## config.mk

```make
export PLATFORM = sky130hd
export DESIGN_NAME = dtma_ctrl
export DESIGN_NICKNAME = d
export VERILOG_FILES = /design/src/dtma_pkg.sv /design/src/dtma_ctrl.sv
export SDC_FILE = /design/constraint.sdc
export NUM_CORES = 1
export LEC_CHECK = 0
export BUFFER_PORTS_ARGS = -buffer_cell sky130_fd_sc_hd__buf_2
export CAP_MARGIN = 25
export CORE_AREA = 5 5 42 44
export CTS_BUF_LIST = sky130_fd_sc_hd__clkbuf_4 sky130_fd_sc_hd__clkbuf_8
export CTS_CLUSTER_DIAMETER = 150
export CTS_CLUSTER_SIZE = 24
export DETAILED_ROUTE_END_ITERATION = 8
export DIE_AREA = 0 0 47 49
export PLACE_DENSITY = 0.3
export SLEW_MARGIN = 0
export SYNTH_ARGS = -nofsm -noshare
export SYNTH_HDL_FRONTEND = slang
export SYNTH_SLANG_ARGS = --single-unit
```

## constraint.sdc

```tcl
create_clock -name i_clk -period 0.8 [get_ports i_clk]
set_input_delay 0.08 -clock i_clk [delete_from_list [all_inputs] [get_ports i_clk]]
set_output_delay 0.08 -clock i_clk [all_outputs]
set_load 0.02 [all_outputs]
```

## src/dtma_pkg.sv

```systemverilog
// Shared types and constants for the debug transmit merge arbiter.
package dtma_pkg;

    // Default queue depths.
    localparam int MAIN_DEPTH_DEF = 1024;
    localparam int PRIO_DEPTH_DEF = 64;

    // Request codes.
    localparam logic [1:0] REQ_PUSH_MAIN = 2'd0;
    localparam logic [1:0] REQ_PUSH_PRIO = 2'd1;
    localparam logic [1:0] REQ_SLOT      = 2'd2;

    // Line phase codes of the transmit sequencer.
    localparam logic [2:0] PH_MAIN  = 3'd0;
    localparam logic [2:0] PH_CHECK = 3'd1;
    localparam logic [2:0] PH_DRAIN = 3'd2;
    localparam logic [2:0] PH_LF    = 3'd3;
    localparam logic [2:0] PH_CR    = 3'd4;

    // Framing characters.
    localparam logic [7:0] CH_STAR = 8'h2A;
    localparam logic [7:0] CH_LF   = 8'h0A;
    localparam logic [7:0] CH_CR   = 8'h0D;

    // One input transfer.
    typedef struct packed {
        logic [1:0] req_type;
        logic [7:0] data_byte;
    } t_req_in;

    // One result transfer.
    typedef struct packed {
        logic        tx_valid;
        logic [7:0]  tx_byte;
        logic        push_accepted;
        logic [10:0] main_level;
        logic [31:0] main_drops;
        logic [31:0] priority_drops;
    } t_result;

    // Commands from the controller to the datapath.
    typedef struct packed {
        logic load;
        logic rd;
        logic exec;
    } t_cmd;

endpackage

```

## src/dtma_ctrl.sv

```systemverilog
// Controller state machine that sequences load, memory read and execute.
module dtma_ctrl (
    input  logic              i_clk,
    input  logic              i_rst_n,
    input  logic              i_start,
    output logic              o_busy,
    output logic              o_done,
    output dtma_pkg::t_cmd    o_cmd
);

    localparam logic [1:0] S_IDLE = 2'd0;
    localparam logic [1:0] S_READ = 2'd1;
    localparam logic [1:0] S_EXEC = 2'd2;

    logic [1:0] r_state;
    logic [1:0] n_state;
    logic       r_done;

    // Commands decoded from the current state.
    assign o_busy     = (r_state != S_IDLE);
    assign o_cmd.load = i_start && (r_state == S_IDLE);
    assign o_cmd.rd   = (r_state == S_READ);
    assign o_cmd.exec = (r_state == S_EXEC);
    assign o_done     = r_done;

    // Next state.
    always_comb begin
        unique case (r_state)
            S_IDLE:  n_state = i_start ? S_READ : S_IDLE;
            S_READ:  n_state = S_EXEC;
            S_EXEC:  n_state = S_IDLE;
            default: n_state = S_IDLE;
        endcase
    end

    // State and result strobe registers.
    always_ff @(posedge i_clk) begin
        if (!i_rst_n) begin
            r_state <= S_IDLE;
            r_done  <= 1'b0;
        end else begin
            r_state <= n_state;
            r_done  <= o_cmd.exec;
        end
    end

    // A result strobe always follows an execute cycle.
    a_done_after_exec: assert property (@(posedge i_clk) disable iff (!i_rst_n)
        o_done |-> $past(r_state == S_EXEC))
        else $error("result strobe without execute cycle");

    // An accepted transfer walks through read and execute.
    a_load_seq: assert property (@(posedge i_clk) disable iff (!i_rst_n)
        o_cmd.load |=> (r_state == S_READ) ##1 (r_state == S_EXEC))
        else $error("load did not reach read and execute");

    // The block is ready again while the result is shown.
    a_done_ready: assert property (@(posedge i_clk) disable iff (!i_rst_n)
        o_done |-> !o_busy)
        else $error("busy while result is shown");

endmodule

```

# Word level (Yosys, flattened, before mapping)
# Index checks and enable logic that the tools add are counted.
# totals
register_bits,3
inputBits,3
out_inout_bits,5
wordCells,9
# op_classes
n_mux,2
n_eq_ne,2
reduce_logical,3
# op_table
op,n
2-bit case mux with 2 select lines,1
"2-bit by 1-bit equality test with 1-bit output, second input constant",1
"2-bit equality test, second input constant",1
2-bit zero test,1
2-bit nonzero test,1
1-bit logical AND,1
1-bit two-way mux,1

# Longest topological paths before layout
# logic_depth
word_depth,2
mapped_depth,1
depth_no_buf,1

# Worst setup path before layout
# No wires, ideal clock.
# synth_path
path_type,reg2out
startpoint,register r_state[0]
endpoint,output o_cmd[2] (netlist name)
path_slack_ns,-0.143
n_path_buf,0
t_arrival_ns,0.863
t_required_ns,0.720
path_stages_with_launch,2
cell_sequence,dfxtp_1 > nor3b_1
# synth_lines
element,line_no,rtl
start: declaration,dtma_ctrl.sv:15,logic [1:0] r_state;
start signal: assignment,dtma_ctrl.sv:42,r_state <= n_state;
end: declaration,dtma_ctrl.sv:8,output dtma_pkg::t_cmd o_cmd

# Worst setup path in the final report
# layout_path
startpoint,register r_state[0]
endpoint,output o_busy
# layout_via
elab_chain_cells,1
# layout_lines
element,line_no,rtl
2-bit nonzero test,dtma_ctrl.sv:20,assign o_busy = (r_state != S_IDLE);
end: declaration,dtma_ctrl.sv:6,"output logic o_busy,"
# No other way between the ends.

==> impl_metrics.yaml <==
outcome:
  status: "finished, violations left"
  violations: "negative setup slack"
critical_path:
  critical_path_required_ns: 0.72
  cp-end-kind: "output pin"
  path_class: "flop to output pin"
  worstPathMaxFanout: 5
  reg2reg_slack_ns: -0.12
  regToRegStartpoint: "r_state[0]$_SDFF_PN0_"
  rr_endpoint: "r_state[0]$_SDFF_PN0_"
  reg2reg_depth: 3
  crit_arrival_ns: 0.96
  cp-start-kind: "flop"
global_route:
  grt_pass1_vias: 158
  grt_first_pass_wirelength_um: 648
  antenna_found_initial: 0
  grt_overflow: 0
  gr-usage-all-layers_pct: 4.71
  grt_max_degree: 8
detailed_routing:
  drcViolationCount: 0
  dr.pass1.iters: 2
  antenna_left: 0
  num_vias: 133
  wl_um: 381
  initialDrtViolationCount: 2
  viasPerCell: 3.41
  wire_per_inst_um: 9.77
place:
  gp_congestion: 0.556
  portBuffers: 7
  place_ws_ns: -0.0901
  place_inst: 33
  placed_area_um2: 184
sta:
  finalClockSkew_ns: 0.000843
  fin_crit_sh_pct: 130
  final.setup.worst_slack_ns: -0.241
  drv_slew: 0
  fmax_mhz: 960
  grt_setup_unrepaired: "yes"
  worst_pin_slew_ns: 0.128
  setup_viol_count_final: 7
  relSlewSlack_pct: 91.4
  finalCriticalPeriod_ns: 1.04
  hold_violations: 0
die:
  initial_utilization_pct: 8.84
  die_w_um: 47
  die_area_mm2: 0.00230
  core_area_mm2: 0.00140
  rows: 14
  fp.dieH_um: 49
  pin_count: 8
yosys:
  syn_area_um2: 124
  synthArstFlopShare_pct: 0
  yosysTopAreaCell: "dfxtp_1"
  synth_nets: 13
  synth_flop_cell: "dfxtp_1"
  ys_ff_latch: 3
  avgSynthCellArea_um2: 12.4
  synth.distinct_cells: 6
  synth_edf_count: 0
  synth.area.top_cells: "dfxtp_1 (48%), and3b_2 (16%), and2b_2 (14%)"
  synth_top_area_share_pct: 48.5
  syn_inst: 10
  synth_common_cells: "dfxtp_1 (3), and2b_2 (2), and3b_2 (2)"
  synth_warnings: 0
  ys_seq_area_share_pct: 48.5
  yosysMostFrequentCell: "dfxtp_1"
worst_hold_path:
  whs_endpoint: "r_state[1]$_SDFF_PN0_"
  worstHoldStart: "i_rst_n"
  whs_path_depth: 2
  min-delay-path-class: "input port to flop"
cts:
  cts.sinks: 3
  cts-root-buf: "clkbuf_4"
  cts_buffers: 3
  cts_buffer_depth: 2
  clk_latency_ns: 0.24
  clk_pin_slew_ns: 0.04
  cts_tree: "built"
  ctsHtreeMaxLevel: 1
power_and_ir_drop:
  p_leak_nw: 0.128
  p_per_area_mw_per_mm2: 2110
  ir_drop_v: 0.000518
final_layout:
  antenna_cells: 0
  final_cells: 39
  fin_nets: 27
  final_area_um2: 264
  area_delta_synth_final_pct: 113
  drive_gt1_share_pct: 95.7
  final_core_util_pct: 18.8
job:
  cap_violations: 0
==> how the worst max path moves through the flow <==
stage	start	to	slack, ns	cells past startpoint
3_5_place_dp	r_state[0]$_SDFF_PN0_	o_busy	-0.09	2
2_1_floorplan	r_state[0]$_SDFF_PN0_	o_cmd[2]	0.04	1
5_1_grt	r_state[1]$_SDFF_PN0_	o_cmd[1]	-0.27	2
3_3_place_gp	r_state[0]$_SDFF_PN0_	o_busy	-0.07	2
6_report	r_state[0]$_SDFF_PN0_	o_busy	-0.24	2
4_1_cts	r_state[0]$_SDFF_PN0_	o_busy	-0.25	2
==> report_power, final <==
part	switching (W)	internal, W	leakage (nW)
clock network	0.0000830	0.000221	0.0184
registers	0.00000826	0.000154	0.0259
logic	0.0000372	0.0000547	0.0840
total	0.000129	0.000430	0.128
==> flip-flops by register name (all words and copies together) (netlist names) <==
signal	flops
r_state	2
o_done	1
==> worst max-delay path: stages, from the launching register on <==
cell and delay, ns:
dfxtp_4 0.35, or2_4 0.25, buf_6 0.13
==> layer usage <==
layer,vias up,routed length (um),GRT usage (%)
li1,60,-,-
met4,0,12,4.15
met5,-,0,0
met1,61,161,4.17
met2,10,138,5.20
met3,2,69,5.90
==> cells by family (layout without fill, tap and decap cells) <==
| logic type | after synthesis | after routing | share of synthesized area, % |
|---|---|---|---|
| buffers and inverters | 0 | 13 | 0 |
| DFF | 3 | 3 | 48.5 |
| and+or+nand+nor | 7 | 7 | 51.5 |
==> layout make-up <==
cell class	instances	area (um2)
Clock buffer	4	30.0
Fill cell	167	1140
Tap cell	16	20.0
Multi-Input combinational cell	7	71.3
Sequential cell	3	67.6
Timing Repair Buffer	9	75.1
==> placed cells by master (no fill, tap or decap) <==
cell,netlist,layout
and2b_2,2,2
buf_4,0,2
or2_4,0,1
dfxtp_1,3,1
buf_2,0,3
buf_6,0,4
clkbuf_4,0,4
and4bb_2,1,1
and3b_2,2,2
nor3b_2,0,1
dfxtp_4,0,2
==> metrics by stage <==
step                total power (W)  hold WS (ns)  TNS [ns]
floorplan                  0.000206         0.257         0
global placement           0.000227         0.362    -0.184
detailed placement         0.000229         0.374    -0.250
CTS                        0.000561         0.126    -0.954
global route               0.000596         0.132     -1.35
finish                     0.000558         0.133     -1.15
==> timing repair <==
action / 4_1_cts / 5_1_grt
resized for setup: 12 / 1
pin swaps: 1 / 2
endpoints found under the hold margin: 0 / 0
endpoints found under the setup margin: 4 / 5
setup buffers: 1 / 1
hold buffers: 0 / 0
Power figures use the tool's default switching activity.
